`src/hw/rtl/rc_gimbal_rate_command_safety_unit_macros.svh`:
```
// Assertion macros shared by the gimbal rate command safety RTL.
// Each macro expects clk and rst_n in scope.
`ifndef RC_GIMBAL_RATE_COMMAND_SAFETY_UNIT_MACROS_SVH
`define RC_GIMBAL_RATE_COMMAND_SAFETY_UNIT_MACROS_SVH

// Same-cycle implication.
`define RCGS_ASSERT_IMP(label, ante, cons, msg) \
    label: assert property (@(posedge clk) disable iff (!rst_n) (ante) |-> (cons)) \
        else $error(msg);

// Next-cycle implication.
`define RCGS_ASSERT_NXT(label, ante, cons, msg) \
    label: assert property (@(posedge clk) disable iff (!rst_n) (ante) |=> (cons)) \
        else $error(msg);

`endif

```
`src/hw/rtl/rcgs_pkg.sv`:
```
// Types, constants and codes shared by the gimbal rate command safety RTL.
`timescale 1ns / 1ps
`default_nettype none

package rcgs_pkg;

    typedef enum logic [1:0] {
        MODE_SAMPLE = 2'd0,
        MODE_TICK   = 2'd1,
        MODE_AVAIL  = 2'd2,
        MODE_REJECT = 2'd3
    } rcgs_mode_t;

    typedef struct packed {
        rcgs_mode_t  mode;
        logic [11:0] yaw_channel;
        logic [11:0] pitch_channel;
        logic        available_flag;
    } rcgs_in_t;

    typedef struct packed {
        logic signed [7:0] yaw_speed;
        logic signed [7:0] pitch_speed;
        logic              last;
    } rcgs_out_t;

    // Register indexes on the configuration port
    localparam logic [1:0] REG_DEADBAND      = 2'd0;
    localparam logic [1:0] REG_INPUT_TIMEOUT = 2'd1;
    localparam logic [1:0] REG_STOP_RETRY    = 2'd2;
    localparam logic [1:0] REG_STOP_COPIES   = 2'd3;

    localparam logic [7:0]  DEADBAND_RST      = 8'd25;
    localparam logic [15:0] INPUT_TIMEOUT_RST = 16'd350;
    localparam logic [15:0] STOP_RETRY_RST    = 16'd100;
    localparam logic [3:0]  STOP_COPIES_RST   = 4'd3;
    localparam logic [3:0]  STOP_COPIES_MAX   = 4'd8;

    localparam logic [11:0] CH_MIN    = 12'd1050;
    localparam logic [11:0] CH_CENTER = 12'd1500;
    localparam logic [11:0] CH_MAX    = 12'd1950;
    localparam logic [11:0] SANE_MIN  = 12'd900;
    localparam logic [11:0] SANE_MAX  = 12'd2100;
    localparam logic [8:0]  CH_SPAN   = 9'd450;
    localparam logic [16:0] SCALE2    = 17'd200;
    localparam logic [6:0]  FULL_SPEED = 7'd100;

    // Quotient bits produced by the shared divider
    localparam int Q_W = 7;

    typedef enum logic [2:0] {
        ST_IDLE,
        ST_CHECK,
        ST_YAW,
        ST_PITCH,
        ST_APPLY,
        ST_EMIT
    } rcgs_state_t;

    typedef enum logic {
        SCL_IDLE,
        SCL_RUN
    } rcgs_scl_state_t;

    typedef struct packed {
        logic busy;
        logic done;
    } rcgs_scl_stat_t;

endpackage

`default_nettype wire

```
`src/hw/rtl/rcgs_scaler.sv`:
```
// Channel-to-speed scaler: clamp, deadband and a one-bit-per-cycle restoring divider.
`timescale 1ns / 1ps
`default_nettype none
`include "rc_gimbal_rate_command_safety_unit_macros.svh"

module rcgs_scaler
    import rcgs_pkg::*;
(
    input  wire logic              clk,
    input  wire logic              rst_n,
    input  wire logic              start,
    input  wire logic [11:0]       raw,
    input  wire logic [7:0]        deadband,
    output rcgs_scl_stat_t         stat,
    output logic signed [7:0]      speed
);

    rcgs_scl_state_t        state_reg, state_next;
    logic [2:0]             cnt_reg, cnt_next;
    logic                   done_reg, done_next;
    logic [16:0]            rem_reg;
    logic [16:0]            dvs_reg;
    logic [Q_W-1:0]         q_reg;
    logic                   neg_reg;
    logic                   zero_reg;

    logic                   load_en;
    logic                   step_en;

    logic [11:0]            clamped;
    logic                   neg;
    logic [8:0]             mag;
    logic                   in_band;
    logic [8:0]             excess;
    logic [8:0]             span;
    logic [16:0]            num;
    logic [9:0]             den;
    logic [17:0]            diff;
    logic                   fits;
    logic [Q_W-1:0]         q_eff;
    logic [7:0]             mag8;

    // Operand setup from the raw channel
    always_comb
    begin
        if (raw < CH_MIN)
            clamped = CH_MIN;
        else if (raw > CH_MAX)
            clamped = CH_MAX;
        else
            clamped = raw;
        neg     = clamped < CH_CENTER;
        mag     = neg ? 9'(CH_CENTER - clamped) : 9'(clamped - CH_CENTER);
        in_band = mag <= {1'b0, deadband};
        excess  = mag - {1'b0, deadband};
        span    = CH_SPAN - {1'b0, deadband};
        // round half up: (200*e + d) / (2*d)
        num     = 17'(excess) * SCALE2 + 17'(span);
        den     = {span, 1'b0};
    end

    assign diff = {1'b0, rem_reg} - {1'b0, dvs_reg};
    assign fits = !diff[17];

    always_comb
    begin
        state_next = state_reg;
        cnt_next   = cnt_reg;
        done_next  = 1'b0;
        case (state_reg)
            SCL_IDLE:
            begin
                if (start)
                begin
                    state_next = SCL_RUN;
                    cnt_next   = 3'(Q_W - 1);
                end
            end
            SCL_RUN:
            begin
                cnt_next = cnt_reg - 3'd1;
                if (cnt_reg == 3'd0)
                begin
                    state_next = SCL_IDLE;
                    done_next  = 1'b1;
                end
            end
            default:
            begin
                state_next = SCL_IDLE;
            end
        endcase
    end

    always_comb
    begin
        load_en   = (state_reg == SCL_IDLE) && start;
        step_en   = (state_reg == SCL_RUN);
        stat.busy = (state_reg == SCL_RUN);
        stat.done = done_reg;
    end

    always_ff @(posedge clk or negedge rst_n)
    begin
        if (!rst_n)
        begin
            state_reg <= SCL_IDLE;
            cnt_reg   <= 3'd0;
            done_reg  <= 1'b0;
        end
        else
        begin
            state_reg <= state_next;
            cnt_reg   <= cnt_next;
            done_reg  <= done_next;
        end
    end

    always_ff @(posedge clk)
    begin
        if (load_en)
        begin
            rem_reg  <= num;
            dvs_reg  <= 17'(den) << (Q_W - 1);
            q_reg    <= '0;
            neg_reg  <= neg;
            zero_reg <= in_band;
        end
        else if (step_en)
        begin
            if (fits)
                rem_reg <= diff[16:0];
            dvs_reg <= dvs_reg >> 1;
            q_reg   <= {q_reg[Q_W-2:0], fits};
        end
    end

    // Never less than 1 outside the deadband
    assign q_eff = (q_reg == '0) ? Q_W'(1) : q_reg;
    assign mag8  = 8'(q_eff);
    assign speed = zero_reg ? 8'sd0 : (neg_reg ? -$signed(mag8) : $signed(mag8));

    `RCGS_ASSERT_IMP(a_start_when_idle, start, state_reg == SCL_IDLE,
        "scaler started while busy")
    `RCGS_ASSERT_NXT(a_done_after_last_step, (state_reg == SCL_RUN) && (cnt_reg == 3'd0),
        done_reg, "scaler missed done after last step")
    `RCGS_ASSERT_IMP(a_speed_in_range, done_reg && !zero_reg, q_reg <= FULL_SPEED,
        "scaled speed above full scale")

endmodule

`default_nettype wire

```
`src/hw/rtl/rc_gimbal_rate_command_safety_unit.sv`:
```
// Top level of the gimbal rate command safety unit: event sequencer, timers and result port.
`timescale 1ns / 1ps
`default_nettype none
`include "rc_gimbal_rate_command_safety_unit_macros.svh"

// One item is taken at a time; in_ready is high only while the unit is idle.
// A channel sample that passes the check offers its first command after the
// check state, two passes through the shared scaler (yaw, then pitch, each a
// 7-step restoring divide plus a done cycle) and the update state for the
// session. Ticks, availability changes and rejections go from the check state
// straight to the update state. Results are offered one per cycle from
// out_valid while out_ready holds; a stop burst gives up to 8 zero commands
// and the last one carries last. in_ready returns in the cycle after the final
// transfer, or right after the update cycle when an item gives no result.
module rc_gimbal_rate_command_safety_unit
    import rcgs_pkg::*;
(
    input  wire logic       clk,
    input  wire logic       rst_n,
    input  wire logic       in_valid,
    output logic            in_ready,
    input  wire rcgs_in_t   in_data,
    output logic            out_valid,
    input  wire logic       out_ready,
    output rcgs_out_t       out_data,
    input  wire logic       cfg_write,
    input  wire logic [1:0] cfg_index,
    input  wire logic [15:0] cfg_data
);

    rcgs_state_t        state_reg, state_next;

    logic [7:0]         deadband_reg;
    logic [15:0]        timeout_reg;
    logic [15:0]        retry_ms_reg;
    logic [3:0]         copies_reg;

    logic               link_reg, link_next;
    logic               armed_reg, armed_next;
    logic               moving_reg, moving_next;
    logic [3:0]         left_reg, left_next;
    logic               wd_run_reg, wd_run_next;
    logic [15:0]        wd_cnt_reg, wd_cnt_next;
    logic               rt_run_reg, rt_run_next;
    logic [15:0]        rt_cnt_reg, rt_cnt_next;
    logic [3:0]         emit_left_reg, emit_left_next;
    logic               emit_cmd_reg, emit_cmd_next;

    rcgs_in_t           item_reg;
    logic signed [7:0]  ys_reg;
    logic signed [7:0]  ps_reg;

    logic               sane;
    logic               sample_go;
    logic               spd_zero;
    logic [3:0]         copies_eff;
    logic [3:0]         apply_count;

    logic               scl_start;
    logic [11:0]        scl_raw;
    rcgs_scl_stat_t     scl_stat;
    logic signed [7:0]  scl_speed;

    rcgs_scaler u_scaler (
        .clk      (clk),
        .rst_n    (rst_n),
        .start    (scl_start),
        .raw      (scl_raw),
        .deadband (deadband_reg),
        .stat     (scl_stat),
        .speed    (scl_speed)
    );

    assign sane = (item_reg.yaw_channel >= SANE_MIN) && (item_reg.yaw_channel <= SANE_MAX)
               && (item_reg.pitch_channel >= SANE_MIN) && (item_reg.pitch_channel <= SANE_MAX);
    assign sample_go = (item_reg.mode == MODE_SAMPLE) && link_reg && sane;
    assign spd_zero  = (ys_reg == 8'sd0) && (ps_reg == 8'sd0);
    assign scl_raw   = (state_reg == ST_CHECK) ? item_reg.yaw_channel : item_reg.pitch_channel;

    always_comb
    begin
        if (copies_reg == 4'd0)
            copies_eff = 4'd1;
        else if (copies_reg > STOP_COPIES_MAX)
            copies_eff = STOP_COPIES_MAX;
        else
            copies_eff = copies_reg;
    end

    // Session update for one item, in the order the events take effect
    always_comb
    begin
        logic cancel_req;
        logic stop_req;
        logic flush_req;
        logic [3:0] n;

        cancel_req  = 1'b0;
        stop_req    = 1'b0;
        flush_req   = 1'b0;
        n           = 4'd0;
        link_next   = link_reg;
        armed_next  = armed_reg;
        moving_next = moving_reg;
        left_next   = left_reg;
        wd_run_next = wd_run_reg;
        wd_cnt_next = wd_cnt_reg;
        rt_run_next = rt_run_reg;
        rt_cnt_next = rt_cnt_reg;
        emit_cmd_next = 1'b0;

        if (state_reg == ST_APPLY)
        begin
            case (item_reg.mode)
                MODE_SAMPLE:
                begin
                    if (link_reg)
                    begin
                        if (!sane)
                            cancel_req = 1'b1;
                        else
                        begin
                            wd_run_next = 1'b1;
                            wd_cnt_next = 16'd0;
                            // disarmed and off center: only the watchdog restarts
                            if (armed_reg || spd_zero)
                            begin
                                if (!armed_reg)
                                begin
                                    armed_next  = 1'b1;
                                    moving_next = 1'b1;
                                end
                                if (spd_zero)
                                    stop_req = 1'b1;
                                else
                                begin
                                    rt_run_next   = 1'b0;
                                    rt_cnt_next   = 16'd0;
                                    left_next     = 4'd0;
                                    moving_next   = 1'b1;
                                    emit_cmd_next = 1'b1;
                                    n             = 4'd1;
                                end
                            end
                        end
                    end
                end
                MODE_TICK:
                begin
                    // retry timer advances before the watchdog
                    if (rt_run_reg)
                    begin
                        rt_cnt_next = rt_cnt_reg + 16'd1;
                        if (rt_cnt_next >= retry_ms_reg)
                        begin
                            rt_run_next = 1'b0;
                            rt_cnt_next = 16'd0;
                            if (left_reg != 4'd0)
                            begin
                                left_next = left_reg - 4'd1;
                                n         = 4'd1;
                                if (left_next != 4'd0)
                                    rt_run_next = 1'b1;
                            end
                        end
                    end
                    if (wd_run_reg)
                    begin
                        wd_cnt_next = wd_cnt_reg + 16'd1;
                        if (wd_cnt_next >= timeout_reg)
                            cancel_req = 1'b1;
                    end
                end
                MODE_AVAIL:
                begin
                    link_next = item_reg.available_flag;
                    if (!item_reg.available_flag)
                    begin
                        cancel_req = 1'b1;
                        flush_req  = 1'b1;
                    end
                end
                MODE_REJECT:
                begin
                    cancel_req = 1'b1;
                end
                default:
                begin
                end
            endcase

            if (cancel_req)
            begin
                armed_next  = 1'b0;
                wd_run_next = 1'b0;
                wd_cnt_next = 16'd0;
                stop_req    = 1'b1;
            end
            // first stop copy goes out at once
            if (stop_req && moving_next)
            begin
                moving_next = 1'b0;
                left_next   = copies_eff - 4'd1;
                n           = n + 4'd1;
                if (left_next != 4'd0)
                begin
                    rt_run_next = 1'b1;
                    rt_cnt_next = 16'd0;
                end
            end
            // link lost: drain every remaining copy now
            if (flush_req)
            begin
                n           = n + left_next;
                left_next   = 4'd0;
                rt_run_next = 1'b0;
                rt_cnt_next = 16'd0;
            end
        end
        apply_count = n;
    end

    always_comb
    begin
        emit_left_next = emit_left_reg;
        if (state_reg == ST_APPLY)
            emit_left_next = apply_count;
        else if (out_valid && out_ready)
            emit_left_next = emit_left_reg - 4'd1;
    end

    always_comb
    begin
        state_next = state_reg;
        case (state_reg)
            ST_IDLE:
            begin
                if (in_valid)
                    state_next = ST_CHECK;
            end
            ST_CHECK:
            begin
                state_next = sample_go ? ST_YAW : ST_APPLY;
            end
            ST_YAW:
            begin
                if (scl_stat.done)
                    state_next = ST_PITCH;
            end
            ST_PITCH:
            begin
                if (scl_stat.done)
                    state_next = ST_APPLY;
            end
            ST_APPLY:
            begin
                state_next = (apply_count != 4'd0) ? ST_EMIT : ST_IDLE;
            end
            ST_EMIT:
            begin
                if (out_ready && (emit_left_reg == 4'd1))
                    state_next = ST_IDLE;
            end
            default:
            begin
                state_next = ST_IDLE;
            end
        endcase
    end

    always_comb
    begin
        in_ready  = (state_reg == ST_IDLE);
        out_valid = (state_reg == ST_EMIT);
        scl_start = ((state_reg == ST_CHECK) && sample_go)
                 || ((state_reg == ST_YAW) && scl_stat.done);
        out_data.yaw_speed   = emit_cmd_reg ? ys_reg : 8'sd0;
        out_data.pitch_speed = emit_cmd_reg ? ps_reg : 8'sd0;
        out_data.last        = (emit_left_reg == 4'd1);
    end

    always_ff @(posedge clk or negedge rst_n)
    begin
        if (!rst_n)
        begin
            state_reg     <= ST_IDLE;
            deadband_reg  <= DEADBAND_RST;
            timeout_reg   <= INPUT_TIMEOUT_RST;
            retry_ms_reg  <= STOP_RETRY_RST;
            copies_reg    <= STOP_COPIES_RST;
            link_reg      <= 1'b0;
            armed_reg     <= 1'b0;
            moving_reg    <= 1'b0;
            left_reg      <= 4'd0;
            wd_run_reg    <= 1'b0;
            wd_cnt_reg    <= 16'd0;
            rt_run_reg    <= 1'b0;
            rt_cnt_reg    <= 16'd0;
            emit_left_reg <= 4'd0;
            emit_cmd_reg  <= 1'b0;
        end
        else
        begin
            state_reg     <= state_next;
            link_reg      <= link_next;
            armed_reg     <= armed_next;
            moving_reg    <= moving_next;
            left_reg      <= left_next;
            wd_run_reg    <= wd_run_next;
            wd_cnt_reg    <= wd_cnt_next;
            rt_run_reg    <= rt_run_next;
            rt_cnt_reg    <= rt_cnt_next;
            emit_left_reg <= emit_left_next;
            if (state_reg == ST_APPLY)
                emit_cmd_reg <= emit_cmd_next;
            if (cfg_write)
            begin
                case (cfg_index)
                    REG_DEADBAND:      deadband_reg <= cfg_data[7:0];
                    REG_INPUT_TIMEOUT: timeout_reg  <= cfg_data;
                    REG_STOP_RETRY:    retry_ms_reg <= cfg_data;
                    REG_STOP_COPIES:   copies_reg   <= cfg_data[3:0];
                    default:
                    begin
                    end
                endcase
            end
        end
    end

    always_ff @(posedge clk)
    begin
        if (in_valid && in_ready)
            item_reg <= in_data;
        if ((state_reg == ST_YAW) && scl_stat.done)
            ys_reg <= scl_speed;
        if ((state_reg == ST_PITCH) && scl_stat.done)
            ps_reg <= scl_speed;
    end

    `RCGS_ASSERT_IMP(a_one_side_at_a_time, out_valid, !in_ready,
        "input taken while results pending")
    `RCGS_ASSERT_IMP(a_emit_count_range, out_valid,
        (emit_left_reg != 4'd0) && (emit_left_reg <= STOP_COPIES_MAX),
        "result count out of range")
    `RCGS_ASSERT_IMP(a_command_is_single, out_valid && emit_cmd_reg, emit_left_reg == 4'd1,
        "speed command not a single last result")
    `RCGS_ASSERT_IMP(a_retry_only_when_stopped, rt_run_reg, !moving_reg,
        "retry timer running while motion active")
    `RCGS_ASSERT_IMP(a_left_below_max, 1'b1, left_reg < STOP_COPIES_MAX,
        "pending stop copies above limit")

endmodule

`default_nettype wire

```
`config.mk`:
```
export PLATFORM = sky130hd
export DESIGN_NAME = rc_gimbal_rate_command_safety_unit
export DESIGN_NICKNAME = d
export VERILOG_FILES = /design/src/hw/rtl/rcgs_pkg.sv /design/src/hw/rtl/rcgs_scaler.sv /design/src/hw/rtl/rc_gimbal_rate_command_safety_unit.sv
export VERILOG_INCLUDE_DIRS = /design/src /design/src/hw/rtl
export SDC_FILE = /design/constraint.sdc
export NUM_CORES = 1
export LEC_CHECK = 0
export ABC_CLOCK_PERIOD_IN_PS = 7700
export BUFFER_PORTS_ARGS = -buffer_cell sky130_fd_sc_hd__buf_2
export CORE_ASPECT_RATIO = 1.4
export CORE_MARGIN = 4
export CORE_UTILIZATION = 58
export CTS_BUF_LIST = sky130_fd_sc_hd__clkbuf_4 sky130_fd_sc_hd__clkbuf_8
export DETAILED_ROUTE_END_ITERATION = 10
export PLACE_DENSITY = 0.79
export SYNTH_ARGS = -nofsm -noshare
export SYNTH_HDL_FRONTEND = slang
export SYNTH_SLANG_ARGS = --single-unit
```
`constraint.sdc`:
```
create_clock -name clk -period 7.7 [get_ports clk]
set_input_delay 1.54 -clock clk [delete_from_list [all_inputs] [get_ports clk]]
set_output_delay 1.54 -clock clk [all_outputs]
set_load 0.005 [all_outputs]
```
==> metrics <==
outcome completed; setup ws final ~0.37 ns; Synth Register Bits about 180; Tot GR Track Use a little under a quarter; area of the core approximately 0.021 mm2; Area contributors post-synth edfxtp_1 (17%), dfrtp_1 (17%), ha_1 (11%); post-synthesis to final-layout area growth 9.23%; count leader, synth nand2_1; clock-pin slew of the registers on the worst-case setup and hold paths 0.10 ns; Tmin final between 7 and 8 ns; min-delay worst type flip-flop to flip-flop; Root Buffer clkbuf_8; fmax around 140 MHz; Die ar. between 0.02 and 0.025 mm2; synth warn 0; pre-CTS WS 0.209 ns; Synth cell types 75; Net Count, Synth ~1500; Worst-Skew Late Latency between 0.4 and 0.5 ns; Worst EP arrival ~7.6 ns; Startpoint Class flip-flop; CTS H-tree depth 4; Post-DP HPWL ~21 mm; Post-synth EDFFs 71; CTS Sinks roughly 180; # nets final 1559; Synth area leader edfxtp_1; Die Span Y between 150 and 200 um; final core utilization 65.2%; worst hold slack ~0.46 ns; critical path startpoint item_reg[21]; Initial Utilization roughly 60%; Max-slew headroom 24.7%; Final Hold Fails 0; post-synthesis cell count about 1300; 1st-iter DRT viols 610; Num CTS Buffers 17; final setup fails 0; initial antenna violation count 0; ANT cells 0; worst r2r src item_reg[21]; # DRC 0; 1st-pass router iterations 5; most frequently used flop master after synthesis dfrtp_1; fin cells between 1500 and 2000; period utilization a little over nine tenths; Slew @ Worst Pin ~1.1 ns; Avg Inst Size Synth between 9 and 10 um2; max reg flops 27; TritonCTS clock tree built; Setup CP Type flip-flop to flip-flop; fin. max-slew vios 0; Critical Path RT between 7 and 8 ns; slowest cell delay on critical path 0.53 ns; routability congestion estimate roughly 0.9; I/O Buffers 68; Clock Path Buffers 2; number of global-route vias before repair 9771; global-route wire length before repair approximately 46 mm; most used cell along the critical path ha_1; Worst path slowest cell fa_1; synthesized cell area ~0.012 mm2; Critical Path Fanout Max 4; post-route ant nets 0; FP Rows 62; DP Cell Count about 1600; post-synthesis sequential area ratio roughly two fifths; cts hold-fix bufs 0; ys async rst share 53.6%; share of the synthesized area in the top cell type between 10% and 20%; Vias per Instance 5.85; routed len/inst 16.8 um; Top Ports a little under 70; Die Wd ~130 um; Clock Skew about 0.015 ns; Crit. End Element flip-flop; GR Overflow Total 0; most frequent cells after synthesis nand2_1 (169), inv_1 (114), ha_1 (110); largest net degree at the start of global routing 65; MaxCap Viol Count 0; final wirelength between 20 and 30 mm; via count 9710; fraction of final layout cells sized beyond drive strength 1 between 10 and 15%; HP Start u_scaler.dvs_reg[6]
## path summary, 6_finish.rpt
path,to,slack [ns],depth (start not counted)
max,u_scaler.rem_reg[16],0.37,31
min,u_scaler.dvs_reg[5],0.46,2
max reg2reg,u_scaler.rem_reg[16],0.37,31
min reg2reg,u_scaler.dvs_reg[5],0.46,2
max in group asynchronous,u_scaler.done_reg,5.48,2
min in group asynchronous,wd_cnt_reg[11],1.02,1
## cells in the final DEF, fill, tap and decap left out, types with 18 or more instances in the layout
| cell | n |
|---|---|
| and3_1 | 26 |
| buf_2 | 67 |
| xnor2_1 | 43 |
| edfxtp_1 | 71 |
| ha_1 | 109 |
| and2_1 | 23 |
| a21o_1 | 24 |
| clkbuf_8 | 19 |
| o21ai_0 | 88 |
| nand2_1 | 169 |
| buf_4 | 19 |
| a21oi_1 | 57 |
| nor2_1 | 83 |
| inv_1 | 114 |
| mux2_2 | 41 |
| nand2b_1 | 18 |
| xor2_1 | 41 |
| dfrtp_1 | 84 |
| nor3_1 | 19 |
| nand3_1 | 40 |
## critical path: cells and delay by family, from the launching register on
family | cells | cell delay (ns)
XOR/XNOR | 3 | 0.71
AO/OA/AOI/OAI | 10 | 2.10
adder cells (fa/ha/maj) | 6 | 2.02
multiplexers | 1 | 0.26
buffers and inverters | 4 | 0.30
AND/OR/NAND/NOR | 7 | 1.24
flip-flops | 1 | 0.44
## through the flow
stage / area (um2) / setup TNS, ns
after floorplan: 12400 / 0
after global placement: 13000 / 0
after detailed placement: 13000 / 0
after CTS: 13400 / 0
after global routing: 13500 / -0.295
final: 13500 / 0
## layout make-up
type | count | area [um2]
Inverter | 114 | 428
Sequential cell | 183 | 4880
Multi-Input combinational cell | 989 | 6930
Clock inverter | 10 | 175
Fill cell | 1694 | 7220
Timing Repair Buffer | 86 | 478
Tap cell | 256 | 320
Clock buffer | 22 | 284
## cells by family (layout without fill, tap and decap cells)
family / after synthesis / count (layout) / share of synthesized area (%)
simple gates: 448 / 448 / 17.4
compound gates: 287 / 287 / 15.3
flops: 183 / 183 / 39.5
buf+inv: 149 / 232 / 4.69
fa+ha+maj: 118 / 118 / 12.4
xor+xnor: 86 / 86 / 6.22
mux: 50 / 50 / 4.47
## repair_timing
| action | in CTS | in global routing |
|---|---|---|
| resized for setup | 0 | 7 |
| endpoints found under the setup margin | 0 | 3 |
| buffers inserted | 0 | 3 |
## layer usage
metal | GRT usage [%] | share of wire, %
met3 | 3.49 | 2.9
met5 | 0 | 0
met4 | 7.94 | 2.5
met1 | 26.6 | 41
met2 | 44.4 | 54
Power is left out: the tool's default activity adds up to more than one toggle a clock period on the data nets, which glitch-free logic cannot reach.
